--- config.mk ---
export PLATFORM = sky130hd
export DESIGN_NAME = async_hdlc_frame_encoder_flat
export DESIGN_NICKNAME = d
export VERILOG_FILES = /design/src/sv/ahfe_pkg.sv /design/src/sv/ahfe_if.sv /design/src/sv/async_hdlc_frame_encoder.sv /design/src/sv/ahfe_front.sv /design/src/sv/ahfe_queue.sv /design/src/sv/ahfe_back.sv /design/src/flat_wrapper.sv
export SDC_FILE = /design/constraint.sdc
export NUM_CORES = 1
export LEC_CHECK = 0
export ABC_AREA = 0
export ABC_CLOCK_PERIOD_IN_PS = 9380
export BUFFER_PORTS_ARGS = -buffer_cell sky130_fd_sc_hd__buf_2
export CAP_MARGIN = 20
export CORE_ASPECT_RATIO = 0.6
export CORE_MARGIN = 1.5
export CORE_UTILIZATION = 44
export CTS_CLUSTER_SIZE = 40
export DETAILED_ROUTE_END_ITERATION = 10
export SLEW_MARGIN = 25
export SYNTH_ARGS = -nofsm -noshare
export SYNTH_HDL_FRONTEND = slang
export SYNTH_SLANG_ARGS = --single-unit
--- constraint.sdc ---
create_clock -name i_clk -period 9.38 [get_ports i_clk]
set_clock_uncertainty 0.05 [all_clocks]
set_input_delay 0.938 -clock i_clk [delete_from_list [all_inputs] [get_ports i_clk]]
set_output_delay 0.938 -clock i_clk [all_outputs]
set_load 0.05 [all_outputs]
--- src/sv/ahfe_pkg.sv ---
// Types, constants and helper functions shared by the HDLC framing encoder.
`default_nettype none

package ahfe_pkg;

    // Framing constants.
    localparam logic [7:0]  FLAG_BYTE = 8'h7E;
    localparam logic [7:0]  ESC_BYTE  = 8'h7D;
    localparam logic [7:0]  ESC_XOR   = 8'h20;
    localparam logic [15:0] FCS_START = 16'hFFFF;
    localparam logic [15:0] FCS_POLY  = 16'h8408;
    localparam logic [31:0] ESC_MAP_RESET = 32'hFFFF_FFFF;

    // One framing job handed from the front part to the back part.
    typedef struct packed {
        logic        open_flag;  // emit an opening flag first
        logic        present;    // a payload byte follows
        logic [7:0]  data;       // payload byte
        logic        last;       // append FCS and closing flag
        logic [15:0] fcs;        // complemented FCS, valid when last is set
    } t_cmd;

    // Output steps of one job.
    typedef enum logic [2:0] {
        ST_OPEN,
        ST_DATA,
        ST_FCS_LO,
        ST_FCS_HI,
        ST_CLOSE
    } t_step;

    // Reflected CRC-16 update over one byte, one bit per iteration.
    function automatic logic [15:0] fcs_update(input logic [15:0] fcs, input logic [7:0] b);
        logic [15:0] c;
        c = fcs ^ {8'h00, b};
        for (int i = 0; i < 8; i++) begin
            if (c[0]) begin
                c = (c >> 1) ^ FCS_POLY;
            end else begin
                c = c >> 1;
            end
        end
        return c;
    endfunction

    // True when a byte must be sent as an escape pair.
    function automatic logic needs_escape(input logic [7:0] b, input logic [31:0] esc_map);
        logic r;
        r = 1'b0;
        if (b == FLAG_BYTE || b == ESC_BYTE) begin
            r = 1'b1;
        end else if (b[7:5] == 3'b000) begin
            r = esc_map[b[4:0]];
        end
        return r;
    endfunction

endpackage

`default_nettype wire

--- src/sv/ahfe_if.sv ---
// Valid/ready channel interfaces for input items and encoded line bytes.
`default_nettype none

interface ahfe_in_if;
    logic       valid;
    logic       ready;
    logic [7:0] in_byte;
    logic       byte_present;
    logic       frame_end;

    modport source (output valid, output in_byte, output byte_present, output frame_end,
                    input ready);
    modport sink   (input valid, input in_byte, input byte_present, input frame_end,
                    output ready);
endinterface

interface ahfe_out_if;
    logic       valid;
    logic       ready;
    logic [7:0] out_byte;
    logic       closes_frame;
    logic       run_end;

    modport source (output valid, output out_byte, output closes_frame, output run_end,
                    input ready);
    modport sink   (input valid, input out_byte, input closes_frame, input run_end,
                    output ready);
endinterface

`default_nettype wire

--- src/sv/async_hdlc_frame_encoder.sv ---
// Top level of the asynchronous HDLC framing encoder with FCS-16.
//
//   Channel   Dir  Handshake     Payload
//   i_item    in   valid/ready   in_byte[7:0], byte_present, frame_end
//   o_result  out  valid/ready   out_byte[7:0], closes_frame, run_end
//   i_cfg_*   in   write enable  escape map [31:0]
//
// The output side sends one line byte per cycle while the sink is ready; an item gives at most
// a flag, an escaped data byte, two escaped FCS bytes and a flag; an idle item gives none.
// The front takes one item per cycle while the job queue (QUEUE_DEPTH entries) has room,
// so the sustained rate is set by the back sequencer's one byte per cycle.
// Reset is synchronous: it empties the queue, ends any open frame and sets the map to all ones.
// A stalled output holds its byte in the output register; the queue absorbs short stalls.
`default_nettype none

module async_hdlc_frame_encoder
    import ahfe_pkg::*;
#(
    parameter int QUEUE_DEPTH = 4
) (
    input  wire logic        i_clk,
    input  wire logic        i_rst_n,
    input  wire logic        i_cfg_we,
    input  wire logic [31:0] i_cfg_wdata,
    ahfe_in_if.sink          i_item,
    ahfe_out_if.source       o_result
);

    logic [31:0] r_esc_map;
    logic        push;
    t_cmd        push_cmd;
    logic        q_full;
    logic        q_valid;
    t_cmd        q_head;
    logic        pop;

    // Escape map register.
    always_ff @(posedge i_clk) begin
        if (!i_rst_n) begin
            r_esc_map <= ESC_MAP_RESET;
        end else if (i_cfg_we) begin
            r_esc_map <= i_cfg_wdata;
        end
    end

    ahfe_front u_front (
        .i_clk      (i_clk),
        .i_rst_n    (i_rst_n),
        .i_item     (i_item),
        .i_q_full   (q_full),
        .o_push     (push),
        .o_push_cmd (push_cmd)
    );

    ahfe_queue #(
        .DEPTH (QUEUE_DEPTH)
    ) u_queue (
        .i_clk      (i_clk),
        .i_rst_n    (i_rst_n),
        .i_push     (push),
        .i_push_cmd (push_cmd),
        .o_full     (q_full),
        .o_valid    (q_valid),
        .o_head     (q_head),
        .i_pop      (pop)
    );

    ahfe_back u_back (
        .i_clk     (i_clk),
        .i_rst_n   (i_rst_n),
        .i_esc_map (r_esc_map),
        .i_q_valid (q_valid),
        .i_q_head  (q_head),
        .o_pop     (pop),
        .o_result  (o_result)
    );

endmodule

`default_nettype wire

--- src/sv/ahfe_front.sv ---
// Front part: accepts items, tracks frame state and the running FCS, issues jobs.
`default_nettype none

module ahfe_front
    import ahfe_pkg::*;
(
    input  wire logic i_clk,
    input  wire logic i_rst_n,
    ahfe_in_if.sink   i_item,
    input  wire logic i_q_full,
    output logic      o_push,
    output t_cmd      o_push_cmd
);

    logic        r_inside;
    logic [15:0] r_fcs;
    logic        n_inside;
    logic [15:0] n_fcs;
    logic        accept;
    logic [15:0] base_fcs;
    logic [15:0] upd_fcs;

    assign i_item.ready = !i_q_full;
    assign accept       = i_item.valid && !i_q_full;

    // Work out the job and the next frame state for the offered item.
    always_comb begin
        base_fcs = r_inside ? r_fcs : FCS_START;
        upd_fcs  = i_item.byte_present ? fcs_update(base_fcs, i_item.in_byte) : base_fcs;

        o_push_cmd.open_flag = !r_inside;
        o_push_cmd.present   = i_item.byte_present;
        o_push_cmd.data      = i_item.in_byte;
        o_push_cmd.last      = i_item.frame_end;
        o_push_cmd.fcs       = ~upd_fcs;

        // An item with neither a byte nor an end mark is dropped.
        o_push   = accept && (i_item.byte_present || i_item.frame_end);
        n_inside = r_inside;
        n_fcs    = r_fcs;
        if (o_push) begin
            if (i_item.frame_end) begin
                n_inside = 1'b0;
                n_fcs    = FCS_START;
            end else begin
                n_inside = 1'b1;
                n_fcs    = upd_fcs;
            end
        end
    end

    // Frame state registers.
    always_ff @(posedge i_clk) begin
        if (!i_rst_n) begin
            r_inside <= 1'b0;
            r_fcs    <= FCS_START;
        end else begin
            r_inside <= n_inside;
            r_fcs    <= n_fcs;
        end
    end

endmodule

`default_nettype wire

--- src/sv/ahfe_queue.sv ---
// Short job queue between the front and back parts.
`default_nettype none

module ahfe_queue
    import ahfe_pkg::*;
#(
    parameter int DEPTH = 4
) (
    input  wire logic i_clk,
    input  wire logic i_rst_n,
    input  wire logic i_push,
    input  wire t_cmd i_push_cmd,
    output logic      o_full,
    output logic      o_valid,
    output t_cmd      o_head,
    input  wire logic i_pop
);

    localparam int PW = (DEPTH > 1) ? $clog2(DEPTH) : 1;
    localparam int CW = $clog2(DEPTH + 1);
    localparam logic [PW-1:0] LAST_PTR = PW'(DEPTH - 1);
    localparam logic [CW-1:0] FULL_CNT = CW'(DEPTH);

    t_cmd          r_mem [DEPTH];
    logic [PW-1:0] r_wr_ptr;
    logic [PW-1:0] r_rd_ptr;
    logic [CW-1:0] r_count;
    logic          do_pop;

    assign o_full  = (r_count == FULL_CNT);
    assign o_valid = (r_count != '0);
    assign o_head  = r_mem[r_rd_ptr];
    assign do_pop  = i_pop && o_valid;

    // Storage; entries need no reset.
    always_ff @(posedge i_clk) begin
        if (i_push && !o_full) begin
            r_mem[r_wr_ptr] <= i_push_cmd;
        end
    end

    // Pointers and fill count.
    always_ff @(posedge i_clk) begin
        if (!i_rst_n) begin
            r_wr_ptr <= '0;
            r_rd_ptr <= '0;
            r_count  <= '0;
        end else begin
            if (i_push && !o_full) begin
                r_wr_ptr <= (r_wr_ptr == LAST_PTR) ? '0 : r_wr_ptr + 1'b1;
            end
            if (do_pop) begin
                r_rd_ptr <= (r_rd_ptr == LAST_PTR) ? '0 : r_rd_ptr + 1'b1;
            end
            if ((i_push && !o_full) && !do_pop) begin
                r_count <= r_count + 1'b1;
            end else if (!(i_push && !o_full) && do_pop) begin
                r_count <= r_count - 1'b1;
            end
        end
    end

endmodule

`default_nettype wire

--- src/sv/ahfe_back.sv ---
// Back part: emits each job's needed flag, data, FCS and closing flag, escaping bytes.
`default_nettype none

module ahfe_back
    import ahfe_pkg::*;
(
    input  wire logic        i_clk,
    input  wire logic        i_rst_n,
    input  wire logic [31:0] i_esc_map,
    input  wire logic        i_q_valid,
    input  wire t_cmd        i_q_head,
    output logic             o_pop,
    ahfe_out_if.source       o_result
);

    t_step       r_step;
    t_step       n_step;
    logic        r_esc2;
    logic        n_esc2;
    logic        r_busy;
    logic        n_busy;
    t_cmd        r_cmd;
    t_cmd        n_cmd;
    logic        r_out_valid;
    logic        n_out_valid;
    logic [7:0]  r_out_byte;
    logic [7:0]  n_out_byte;
    logic        r_closes;
    logic        n_closes;
    logic        r_run_end;
    logic        n_run_end;

    logic        slot_free;
    logic        emit;
    logic [7:0]  cur_byte;
    logic        esc_need;
    logic        step_done;
    logic        cmd_done;
    logic [7:0]  emit_byte;
    t_step       next_step;
    t_step       first_step;

    assign o_result.valid        = r_out_valid;
    assign o_result.out_byte     = r_out_byte;
    assign o_result.closes_frame = r_closes;
    assign o_result.run_end      = r_run_end;

    // Sequencer: one line byte per cycle while busy and the output register has room.
    always_comb begin
        slot_free = !r_out_valid || o_result.ready;
        emit      = r_busy && slot_free;

        cur_byte  = FLAG_BYTE;
        next_step = ST_CLOSE;
        cmd_done  = 1'b1;
        unique case (r_step)
            ST_OPEN: begin
                cur_byte  = FLAG_BYTE;
                next_step = r_cmd.present ? ST_DATA : ST_FCS_LO;
                cmd_done  = 1'b0;
            end
            ST_DATA: begin
                cur_byte  = r_cmd.data;
                next_step = ST_FCS_LO;
                cmd_done  = !r_cmd.last;
            end
            ST_FCS_LO: begin
                cur_byte  = r_cmd.fcs[7:0];
                next_step = ST_FCS_HI;
                cmd_done  = 1'b0;
            end
            ST_FCS_HI: begin
                cur_byte  = r_cmd.fcs[15:8];
                next_step = ST_CLOSE;
                cmd_done  = 1'b0;
            end
            ST_CLOSE: begin
                cur_byte  = FLAG_BYTE;
                next_step = ST_CLOSE;
                cmd_done  = 1'b1;
            end
            default: begin
                cur_byte  = FLAG_BYTE;
                next_step = ST_CLOSE;
                cmd_done  = 1'b1;
            end
        endcase

        // Flags go out raw; everything else may become an escape pair.
        esc_need = (r_step != ST_OPEN) && (r_step != ST_CLOSE)
                   && needs_escape(cur_byte, i_esc_map);
        if (esc_need && !r_esc2) begin
            emit_byte = ESC_BYTE;
            step_done = 1'b0;
        end else begin
            emit_byte = r_esc2 ? (cur_byte ^ ESC_XOR) : cur_byte;
            step_done = 1'b1;
        end
        cmd_done = cmd_done && step_done;

        // Take the next job when idle or when the current one finishes now.
        o_pop = i_q_valid && (!r_busy || (emit && cmd_done));

        first_step = i_q_head.open_flag ? ST_OPEN :
                     (i_q_head.present ? ST_DATA : ST_FCS_LO);

        n_step = r_step;
        n_esc2 = r_esc2;
        n_busy = r_busy;
        n_cmd  = r_cmd;
        if (emit) begin
            if (step_done) begin
                n_esc2 = 1'b0;
                n_step = next_step;
                if (cmd_done) begin
                    n_busy = 1'b0;
                end
            end else begin
                n_esc2 = 1'b1;
            end
        end
        if (o_pop) begin
            n_cmd  = i_q_head;
            n_step = first_step;
            n_esc2 = 1'b0;
            n_busy = 1'b1;
        end

        // Output register.
        n_out_valid = r_out_valid;
        n_out_byte  = r_out_byte;
        n_closes    = r_closes;
        n_run_end   = r_run_end;
        if (slot_free) begin
            n_out_valid = emit;
            n_out_byte  = emit_byte;
            n_closes    = (r_step == ST_CLOSE);
            n_run_end   = cmd_done;
        end
    end

    // Control registers.
    always_ff @(posedge i_clk) begin
        if (!i_rst_n) begin
            r_step      <= ST_OPEN;
            r_esc2      <= 1'b0;
            r_busy      <= 1'b0;
            r_out_valid <= 1'b0;
        end else begin
            r_step      <= n_step;
            r_esc2      <= n_esc2;
            r_busy      <= n_busy;
            r_out_valid <= n_out_valid;
        end
    end

    // Payload registers.
    always_ff @(posedge i_clk) begin
        r_cmd      <= n_cmd;
        r_out_byte <= n_out_byte;
        r_closes   <= n_closes;
        r_run_end  <= n_run_end;
    end

`ifndef NO_ASSERTIONS
    // A closing flag is always the raw flag byte and ends its item's results.
    a_close_is_flag: assert property (@(posedge i_clk) disable iff (!i_rst_n)
        (r_out_valid && r_closes) |-> (r_out_byte == FLAG_BYTE && r_run_end))
        else $error("closing byte is not a final flag");

    // The second half of an escape pair only occurs on escapable steps.
    a_esc_step: assert property (@(posedge i_clk) disable iff (!i_rst_n)
        r_esc2 |-> (r_busy && r_step != ST_OPEN && r_step != ST_CLOSE))
        else $error("escape pending on a flag step");

    // An escape byte is always followed by the escaped byte of the same job.
    a_esc_follow: assert property (@(posedge i_clk) disable iff (!i_rst_n)
        (emit && !step_done) |=> (r_esc2 && r_busy))
        else $error("escape pair broken");
`endif

endmodule

`default_nettype wire
--- src/flat_wrapper.sv ---
// flat-port wrapper written by rule: the top's interface ports become plain ports
module async_hdlc_frame_encoder_flat import ahfe_pkg::*;
#(
    parameter int QUEUE_DEPTH = 4
)
  (i_clk, i_rst_n, i_cfg_we, i_cfg_wdata, i_item_valid, i_item_in_byte, i_item_byte_present, i_item_frame_end, i_item_ready, o_result_valid, o_result_out_byte, o_result_closes_frame, o_result_run_end, o_result_ready);
  ahfe_in_if i_item_i ();
  ahfe_out_if o_result_i ();
  input  wire logic i_clk;
  input  wire logic i_rst_n;
  input  wire logic i_cfg_we;
  input  wire logic [31:0] i_cfg_wdata;
  input wire logic [$bits(i_item_i.valid)-1:0] i_item_valid;
  input wire logic [$bits(i_item_i.in_byte)-1:0] i_item_in_byte;
  input wire logic [$bits(i_item_i.byte_present)-1:0] i_item_byte_present;
  input wire logic [$bits(i_item_i.frame_end)-1:0] i_item_frame_end;
  output wire logic [$bits(i_item_i.ready)-1:0] i_item_ready;
  output wire logic [$bits(o_result_i.valid)-1:0] o_result_valid;
  output wire logic [$bits(o_result_i.out_byte)-1:0] o_result_out_byte;
  output wire logic [$bits(o_result_i.closes_frame)-1:0] o_result_closes_frame;
  output wire logic [$bits(o_result_i.run_end)-1:0] o_result_run_end;
  input wire logic [$bits(o_result_i.ready)-1:0] o_result_ready;
  assign i_item_i.valid = i_item_valid;
  assign i_item_i.in_byte = i_item_in_byte;
  assign i_item_i.byte_present = i_item_byte_present;
  assign i_item_i.frame_end = i_item_frame_end;
  assign i_item_ready = i_item_i.ready;
  assign o_result_valid = o_result_i.valid;
  assign o_result_out_byte = o_result_i.out_byte;
  assign o_result_closes_frame = o_result_i.closes_frame;
  assign o_result_run_end = o_result_i.run_end;
  assign o_result_i.ready = o_result_ready;
  async_hdlc_frame_encoder #(.QUEUE_DEPTH(QUEUE_DEPTH)) u_core (.i_clk(i_clk), .i_rst_n(i_rst_n), .i_cfg_we(i_cfg_we), .i_cfg_wdata(i_cfg_wdata), .i_item(i_item_i), .o_result(o_result_i));
endmodule
==> results of run 1 <==
stage by stage:
step	power, mW	hold WS, ps	setup slack (ps)
after global placement	2.04	421	4930
after global routing	2.95	462	4380
final	2.81	427	4700
after detailed placement	2.06	417	4730
after floorplan	1.83	391	4360
after CTS	2.83	433	4740
where the power goes:
group | internal, mW | switching (mW) | leakage [nW]
Sequential | 1.17 | 0.108 | 1.87
Combinational | 0.302 | 0.464 | 1.41
Clock | 0.441 | 0.327 | 0.296
cell usage after synthesis, drive strengths merged (3+ instances only):
library cell,count
edfxtp,144
mux4,27
mux2,5
o21a,3
o22ai,11
a31o,8
inv,15
nand3b,3
nor3,7
dfxtp,64
nor2,45
a32o,6
a21oi,19
nor2b,4
o21ai,27
mux2i,47
or3,5
a22oi,3
nand2,80
and2,7
a22o,3
ha,6
nand2b,16
nand3,11
clkbuf,31
xor2,9
buf,5
xnor2,13
final timing paths:
path	start	to	slack (ps)	cells after the start
max	u_core.u_back.r_step[0]	u_core.u_queue.r_count[2]	4700	14
min	u_core.r_esc_map[0]	u_core.r_esc_map[0]	430	2
max reg2reg	u_core.u_back.r_step[0]	u_core.u_queue.r_count[2]	4700	14
min reg2reg	u_core.r_esc_map[0]	u_core.r_esc_map[0]	430	2
per-layer routing:
layer,share of wire [%],track usage [%],vias up
met5,0,0,-
met4,1.4,3.87,0
met3,5.7,4.09,22
met2,41,27.4,156
met1,52,33.0,2785
li1,-,-,2544
final cells by class:
type	count	area [µm²]
Clock buffer	31	563
Clock inverter	5	47.5
Fill cell	1710	9390
Inverter	16	60.1
Multi-Input combinational cell	398	2990
Sequential cell	208	5610
Tap cell	266	333
Timing Repair Buffer	63	328
worst max-delay path, delay by kind of cell, from the launching register on:
kind	cells	cell delay [ps]
simple gates	3	640
fa+ha+maj	2	680
compound gates	5	1590
mux	2	600
buf+inv	1	50
flops	1	850
xor+xnor	1	140
placed cells by master (no fill, tap or decap), drive strengths merged, types with 4 or more instances in the layout:
cell,n
a32o,6
mux2,5
and2,7
dfxtp,64
o22ai,11
a21oi,19
inv,15
clkbuf,31
xor2,9
mux2i,47
o21ai,27
xnor2,13
edfxtp,144
nand2,80
nand3,11
a31o,8
nor3,7
mux4,27
ha,6
nor2,45
or3,5
nand2b,16
nor2b,4
clkinv,5
buf,63
cell families (layout without fill, tap and decap cells):
kind of cell | count (synthesis) | count (layout)
AOI/OAI and AO/OA | 99 | 99
xor gates and xnor gates | 22 | 22
adders and majority gates | 7 | 7
buffers and inverters | 52 | 115
DFF | 208 | 208
muxes | 79 | 79
and+or+nand+nor | 191 | 191
flip-flops by register name, summed over array words and instances, names as in the netlist, named ones only:
register / cells
u_core.u_queue.r_mem: 108
u_core.r_esc_map: 32
u_core.u_back.r_cmd: 26
u_core.u_front.r_fcs: 16
u_core.u_back.o_result.out_byte: 8
u_core.u_back.r_step: 3
u_core.u_queue.r_count: 3
u_core.u_queue.r_rd_ptr: 2
u_core.u_queue.r_wr_ptr: 2
u_core.u_back.o_result.closes_frame: 1
u_core.u_back.o_result.run_end: 1
u_core.u_back.o_result.valid: 1
u_core.u_back.r_busy: 1
u_core.u_back.r_esc2: 1
u_core.u_front.r_inside: 1
==> impl_metrics.tcl, run 1 <==
set metrics [dict create \
    peakVddDrop_mv 0.158 \
    cts.htree.levels 1 \
    synth_top_area_share_pct 49.1 \
    critPathMaxFanout 19 \
    path_class "register to register" \
    post-route-period-util_pct 49.9 \
    synth_top_family_by_area "multiplexers" \
    clock_path_buffers 3 \
    async_reset_ff_share_pct 0 \
    synth_warnings 0 \
    synth_fa_ha_area_share_pct 1.08 \
    max_stage_delay_ps 850 \
    tns_ps 0 \
    dieArea_um2 20900 \
    ys_seq_elements 208 \
    final_util_pct 51.4 \
    dp_hpwl_mm 13.9 \
    synth.distinct_cells 60 \
    synth.top_cells.by_area "edfxtp_1 49%, dfxtp_1 15%, mux4_2 6.9%" \
    synth-compound-area-share_pct 7.66 \
    grt_setup_unrepaired "no" \
    grt_pass1_wl_mm 31.4 \
    vias 5507 \
    stdcell_count 987 \
    synth-simple-area-share_pct 10.0 \
    diodes 0 \
    start_kind "register" \
    wirelength_mm 20.5 \
    area_growth_pct 12.8 \
    place_congestion 0.860 \
    grt_max_degree 51 \
    powerDensity_nw_per_um2 283 \
    fp.coreArea_um2 19300 \
    final_area_um2 9930 \
    synth_nets 712 \
    slew_headroom_pct 36.5 \
    setup_violations 0 \
    netlist_area_um2 8810 \
    die_y_um 113 \
    syn-instance-count 658 \
    die_w_um 186 \
    layout_min_cycle_time_ps 4680 \
    clock-sinks 208 \
    grt_antenna_before_repair 0 \
    rows 39 \
    clk_pin_slew_ps 70 \
    synthXorXnorAreaFrac_pct 2.19 \
    drt_iter0_markers 403 \
    cts_tree "built" \
    post-cts-setup-buffer-count 0 \
    min_path_type "register to register" \
    crit_slowest_cell "dfxtp_1" \
    clk_latency_ps 490 \
    grt_overflow 0 \
    maxSlewViolCount 0 \
    detail-route-antenna-nets 0 \
    io_buffers 58 \
    leakagePower_nw 3.57 \
    avgViaCountPerCell 5.58 \
    num_io_pins 59 \
    track_usage_pct 20.2 \
    crit_chain "mux2_4, o22a_1, mux2i_1, a22oi_1, and3_1, a2111o_1, o21a_1, nor2_2, inv_1, ha_1, fa_1, xnor2_1, or3_1, a21oi_1" \
    placed_area_um2 9320 \
    grt_pass1_vias 5378 \
    final_layout_size_suffix_gt1_share_pct 19.3 \
    hold_viol 0 \
    worst_slew_pin_slew_ps 953 \
    drv_cap 0 \
    synth_ff_type "edfxtp_1" \
    cp-end-kind "register" \
    nNetsFinal 761 \
    synth_enable_flop_cells 144 \
    cts_inserted_buffers 20 \
    cts-resized-gates 0 \
    synth.area.mux_share_pct 12.9 \
    wl_per_cell_um 20.8 \
    cts_hold_buf 0 \
    arrival_ps 5050 \
    syn_avg_cell_area_um2 13.4 \
    dp_cells 951 \
    drt-pass1-iter-count 5 \
    yosysTopAreaCell "edfxtp_1" \
    worstPathRequired_ps 9740 \
    fmax_mhz 213 \
    ys_seq_area_share_pct 63.7 \
    start_util_pct 45.6 \
    status "complete, no violations" \
    drc 0 \
    cts.root.buffer_cell "clkbuf_16" \
]
Power figures use the tool's default switching activity.
==> run 2: changes to the inputs <==
--- a/config.mk
+++ b/config.mk
@@ -6,7 +6,7 @@
 export NUM_CORES = 1
 export LEC_CHECK = 0
 export ABC_AREA = 0
-export ABC_CLOCK_PERIOD_IN_PS = 9380
+export ABC_CLOCK_PERIOD_IN_PS = 4000
 export BUFFER_PORTS_ARGS = -buffer_cell sky130_fd_sc_hd__buf_2
 export CAP_MARGIN = 20
 export CORE_ASPECT_RATIO = 0.6
==> constraint.sdc (replaced) <==
create_clock -name i_clk -period 4 [get_ports i_clk]
set_clock_uncertainty 0.05 [all_clocks]
set_input_delay 0.4 -clock i_clk [delete_from_list [all_inputs] [get_ports i_clk]]
set_output_delay 0.4 -clock i_clk [all_outputs]
set_load 0.05 [all_outputs]
==> run 2 against run 1 <==
Sequential share of layout area shrank 1.7 points; critical path type unchanged; wire length grew 1.5%; highest routed layer unchanged; final area grew 3.0%.
==> impl_metrics.tcl, run 2 (synthesized netlist as in run 1, its figures left out) <==
set metrics [dict create \
    status "complete, no violations" \
    mostFrequentLayoutCells "144 x edfxtp_1, 80 x nand2_1, 62 x dfxtp_1" \
    grt_pass1_wl_mm 32.1 \
    largest_registers "u_core.u_queue.r_mem x108, u_core.r_esc_map x32, u_core.u_back.r_cmd x26" \
    dp_hpwl_mm 14.3 \
    max_stage_delay_ps 440 \
    vias 5613 \
    worst_slew_pin_slew_ps 949 \
    wl_met1_mm 11.0 \
    drt-pass1-iter-count 5 \
    fin_ws_ps 251 \
    wirelength_mm 20.8 \
    rows 39 \
    clk_pin_slew_ps 60 \
    dieArea_um2 20900 \
    die_w_um 186 \
    detail-route-antenna-nets 0 \
    min_path_type "input port to register" \
    cts.root.buffer_cell "clkbuf_16" \
    wl_per_cell_um 20.8 \
    hold_viol 0 \
    layout_commonest_cell "edfxtp_1" \
    crit_chain "buf_4, nor2b_1, a21oi_2, mux2i_1, a22oi_1, and3_1, a2111o_1, o21a_2, nor2_4, inv_1, ha_2, fa_2, xnor2_1, or3_1, a21oi_1" \
    drc 0 \
    p_total_mw 7.02 \
    grt_overflow 0 \
    area_growth_pct 16.2 \
    dr.max_layer_used "met4" \
    peakVddDrop_mv 0.384 \
    grt_pass1_vias 5460 \
    fp.coreArea_um2 19300 \
    grt_setup_unrepaired "no" \
    crit_slowest_cell "a21oi_2" \
    cts_inserted_buffers 20 \
    num_io_pins 59 \
    cts.htree.levels 1 \
    start_kind "register" \
    clock_path_buffers 3 \
    cp-endpoint "u_core.u_queue.r_count[2]" \
    diodes 0 \
    layout_min_cycle_time_ps 3750 \
    powerDensity_nw_per_um2 686 \
    critPathMaxFanout 8 \
    stdcell_count 1001 \
    avgViaCountPerCell 5.61 \
    largest_reg_flops 108 \
    clock-sinks 208 \
    r2r_end "u_core.u_queue.r_count[2]" \
    r2r_slack_ps 250 \
    die_y_um 113 \
    drv_cap 0 \
    start_util_pct 45.6 \
    slew_headroom_pct 36.7 \
    final_layout_size_suffix_gt1_share_pct 23.1 \
    fmax_mhz 267 \
    setup_violations 0 \
    worstPathRequired_ps 4370 \
    track_usage_pct 20.5 \
    clk_latency_ps 490 \
    regMostFlops "u_core.u_queue.r_mem" \
    post-route-period-util_pct 93.7 \
    path_class "register to register" \
    io_buffers 58 \
    nNetsFinal 775 \
    arrival_ps 4120 \
    wl_met3_mm 1.40 \
    final_util_pct 53.0 \
    post-place-ws_ps 34.4 \
    place_congestion 0.858 \
    grt_max_degree 51 \
    rr_startpoint "u_core.u_back.r_step[1]" \
    crit_start "u_core.u_back.r_step[1]" \
    grt_antenna_before_repair 0 \
    maxSlewViolCount 0 \
    cp-end-kind "register" \
    wl_met2_mm 8.16 \
    leakagePower_nw 3.73 \
    r2r_cells 15 \
    fillCellCount 1654 \
    cts_tree "built" \
    drt_iter0_markers 452 \
    dp_cells 964 \
]
==> run 2: per-stage QoR <==
stage / hold slack, ps / area [µm²] / setup TNS, ps
floorplan: 391 / 8820 / -94.2
global placement: 411 / 9440 / 0
detailed placement: 412 / 9440 / 0
CTS: 60.9 / 10200 / 0
global route: 70.5 / 10200 / 0
finish: 71.4 / 10200 / 0
==> run 2: how the worst min path moves through the flow <==
stage,depth (start not counted),slack (ps),endpoint,start
after floorplan,2,390,u_core.r_esc_map[0],u_core.r_esc_map[0]
after global placement,2,410,u_core.r_esc_map[0],u_core.r_esc_map[0]
after detailed placement,2,410,u_core.r_esc_map[1],u_core.r_esc_map[1]
after CTS,3,60,u_core.r_esc_map[2],i_cfg_wdata[2]
after global routing,3,70,u_core.r_esc_map[3],i_cfg_wdata[3]
final,3,70,u_core.r_esc_map[2],i_cfg_wdata[2]
==> run 2: what timing repair did <==
item                                    CTS  global route
gates resized for setup                   0            10
setup buffers                             0             1
hold buffers                              0             0
endpoints found under the setup margin    0             2
==> run 2: power breakdown <==
part | total [mW] | internal, mW | switching (mW)
logic | 1.96 | 0.789 | 1.17
registers | 2.98 | 2.74 | 0.233
clock network | 2.08 | 1.28 | 0.805
total | 7.02 | 4.81 | 2.21
==> run 2: critical path: cells and delay by family, from the launching register on <==
family,cells,cell delay (ps)
buf+inv,2,250
flops,1,390
xor+xnor,1,150
compound gates,5,1280
simple gates,4,760
fa+ha+maj,2,530
mux,1,270
==> run 2: routing by layer <==
metal  GRT usage, %  up-vias
met1           34.4     2812
met5              0        -
met4           3.92        0
met3           3.24       25
met2           27.7      197
li1               -     2579
==> run 2: cell type report <==
| type | count | area, µm² | share of cell area (%) |
|---|---|---|---|
| Tap cell | 266 | 333 | 3.25 |
| Clock inverter | 8 | 88.8 | 0.868 |
| Timing Repair Buffer | 77 | 445 | 4.35 |
| Inverter | 16 | 60.1 | 0.587 |
| Sequential cell | 208 | 5610 | 54.8 |
| Multi-Input combinational cell | 398 | 3040 | 29.7 |
| Clock buffer | 28 | 657 | 6.42 |
==> run 3: changes to the inputs <==
--- a/config.mk
+++ b/config.mk
@@ -10,7 +10,6 @@
 export BUFFER_PORTS_ARGS = -buffer_cell sky130_fd_sc_hd__buf_2
 export CAP_MARGIN = 20
 export CORE_ASPECT_RATIO = 0.6
-export CORE_MARGIN = 1.5
 export CORE_UTILIZATION = 44
 export CTS_CLUSTER_SIZE = 40
 export DETAILED_ROUTE_END_ITERATION = 10
==> run 3 against run 2 <==
Sequential power about the same; critical path depth unchanged; via count up 0.48%; fmax down 2.0%; register-to-register slack worse by 80 ps; critical endpoint unchanged; largest cell class unchanged.
==> impl_metrics.tcl, run 3 (synthesized netlist as in run 1, its figures left out) <==
set metrics [dict create \
    start_kind "register" \
    dp_hpwl_mm 14.4 \
    die_y_um 112 \
    min_path_type "input port to register" \
    cts.htree.levels 1 \
    num_io_pins 59 \
    fillCellCount 1672 \
    vias 5640 \
    grt_pass1_vias 5455 \
    clk_pin_slew_ps 70 \
    leakagePower_nw 3.70 \
    cts_hold_buf 0 \
    regMostFlops "u_core.u_queue.r_mem" \
    hold_viol 0 \
    status "complete, no violations" \
    largest_reg_flops 108 \
    rows 39 \
    fp.coreArea_um2 19300 \
    dieArea_um2 20600 \
    grt-busiest-layer "met1" \
    avgViaCountPerCell 5.63 \
    largest_registers "u_core.u_queue.r_mem x108, u_core.r_esc_map x32, u_core.u_back.r_cmd x26" \
    powerDensity_nw_per_um2 678 \
    arrival_ps 4190 \
    nNetsFinal 777 \
    layout_min_cycle_time_ps 3830 \
    grt_pass1_wl_mm 32.8 \
    place_congestion 0.865 \
    mostFrequentLayoutCells "144 x edfxtp_1, 80 x nand2_1, 61 x dfxtp_1" \
    clock_path_buffers 3 \
    drc 0 \
    detail-route-antenna-nets 0 \
    gr-usage-met3_pct 2.85 \
    final_layout_size_suffix_gt1_share_pct 23.4 \
    drt-pass1-iter-count 5 \
    use_met2_pct 27.6 \
    final_util_pct 52.6 \
    cts_tree "built" \
    io_buffers 58 \
    grt_max_degree 50 \
    worst_slew_pin_slew_ps 951 \
    drv_cap 0 \
    cts_inserted_buffers 20 \
    wirelength_mm 21.1 \
    cp-end-kind "register" \
    track_usage_pct 21.3 \
    grt_overflow 0 \
    peakVddDrop_mv 0.373 \
    worstPathRequired_ps 4370 \
    clk_latency_ps 490 \
    maxSlewViolCount 0 \
    diodes 0 \
    wl_per_cell_um 21.1 \
    fmax_mhz 261 \
    use_met1_pct 36.8 \
    clock-sinks 208 \
    cts.root.buffer_cell "clkbuf_16" \
    grt_antenna_before_repair 0 \
    die_w_um 185 \
    path_class "register to register" \
    post-route-period-util_pct 95.6 \
    area_growth_pct 15.5 \
    p_total_mw 6.89 \
    layout_commonest_cell "edfxtp_1" \
    setup_violations 0 \
    slew_headroom_pct 36.6 \
    start_util_pct 45.6 \
    drt_iter0_markers 471 \
    critPathMaxFanout 18 \
]
[run 3: changes by cell type in the layout (fill, tap and decap cells not counted), sizes merged]
| cell | change |
|---|---|
| clkinvlp | +1 |
| clkinv | +3 |
| clkbuf | -4 |
| buf | +2 |
| inv | -1 |
[run 3: path summary, 6_finish.rpt]
| path | cells past startpoint | start | slack, ps | to |
|---|---|---|---|---|
| setup / recovery | 15 | u_core.u_back.r_step[0] | 170 | u_core.u_queue.r_count[2] |
| hold / removal | 3 | i_cfg_wdata[14] | 70 | u_core.r_esc_map[14] |
| setup reg to reg | 15 | u_core.u_back.r_step[0] | 170 | u_core.u_queue.r_count[2] |
| hold reg to reg | 2 | u_core.r_esc_map[14] | 430 | u_core.r_esc_map[14] |
[run 3: critical path, stage by stage (launching register included)]
cell,delay [ps]
dfxtp_2,340
buf_4,260
mux2_2,370
o22ai_1,200
and2_2,240
nand3b_1,190
nor3_1,70
a2111o_1,460
o21a_2,280
nor2_4,120
inv_1,50
ha_2,200
fa_2,350
xnor2_1,140
or3_1,310
a21oi_1,130
[run 3: layout make-up]
type | count | area, µm² | share of cell area [%]
Clock buffer | 24 | 567 | 5.57
Clock inverter | 11 | 113 | 1.11
Inverter | 16 | 60.1 | 0.590
Multi-Input combinational cell | 398 | 3030 | 29.8
Sequential cell | 208 | 5610 | 55.1
Tap cell | 266 | 333 | 3.27
Timing Repair Buffer | 79 | 460 | 4.53
[run 3: per-layer routing]
metal	up-vias	routed length, µm	share of wire [%]
met5	-	0	0
met4	0	306	1.4
met3	24	1310	6.2
met2	195	8250	39
met1	2842	11300	53
li1	2579	-	-
[run 3: what timing repair did]
item / in CTS / in global routing
setup buffers: 0 / 2
setup endpoints to repair: 0 / 2
endpoints found under the hold margin: 0 / 0
gates resized for setup: 0 / 10
[run 3: where the power goes]
part           switching, mW  total (mW)  internal, mW  leakage [nW]
sequential             0.240        2.99          2.75          1.87
combinational           1.17        1.97         0.797          1.50
clock                  0.797        1.94          1.14         0.336
[run 3: metrics by stage]
stage,std cells,area (µm²),worst slack (ps),hold WS (ps),TNS [ps]
global placement,965,9450,249,411,0
global route,1002,10200,-0.858,67.1,-0.858
finish,1002,10200,174,71.6,0
detailed placement,965,9450,93.0,413,0
CTS,1000,10100,67.1,58.6,0
floorplan,658,8820,-94.2,391,-94.2
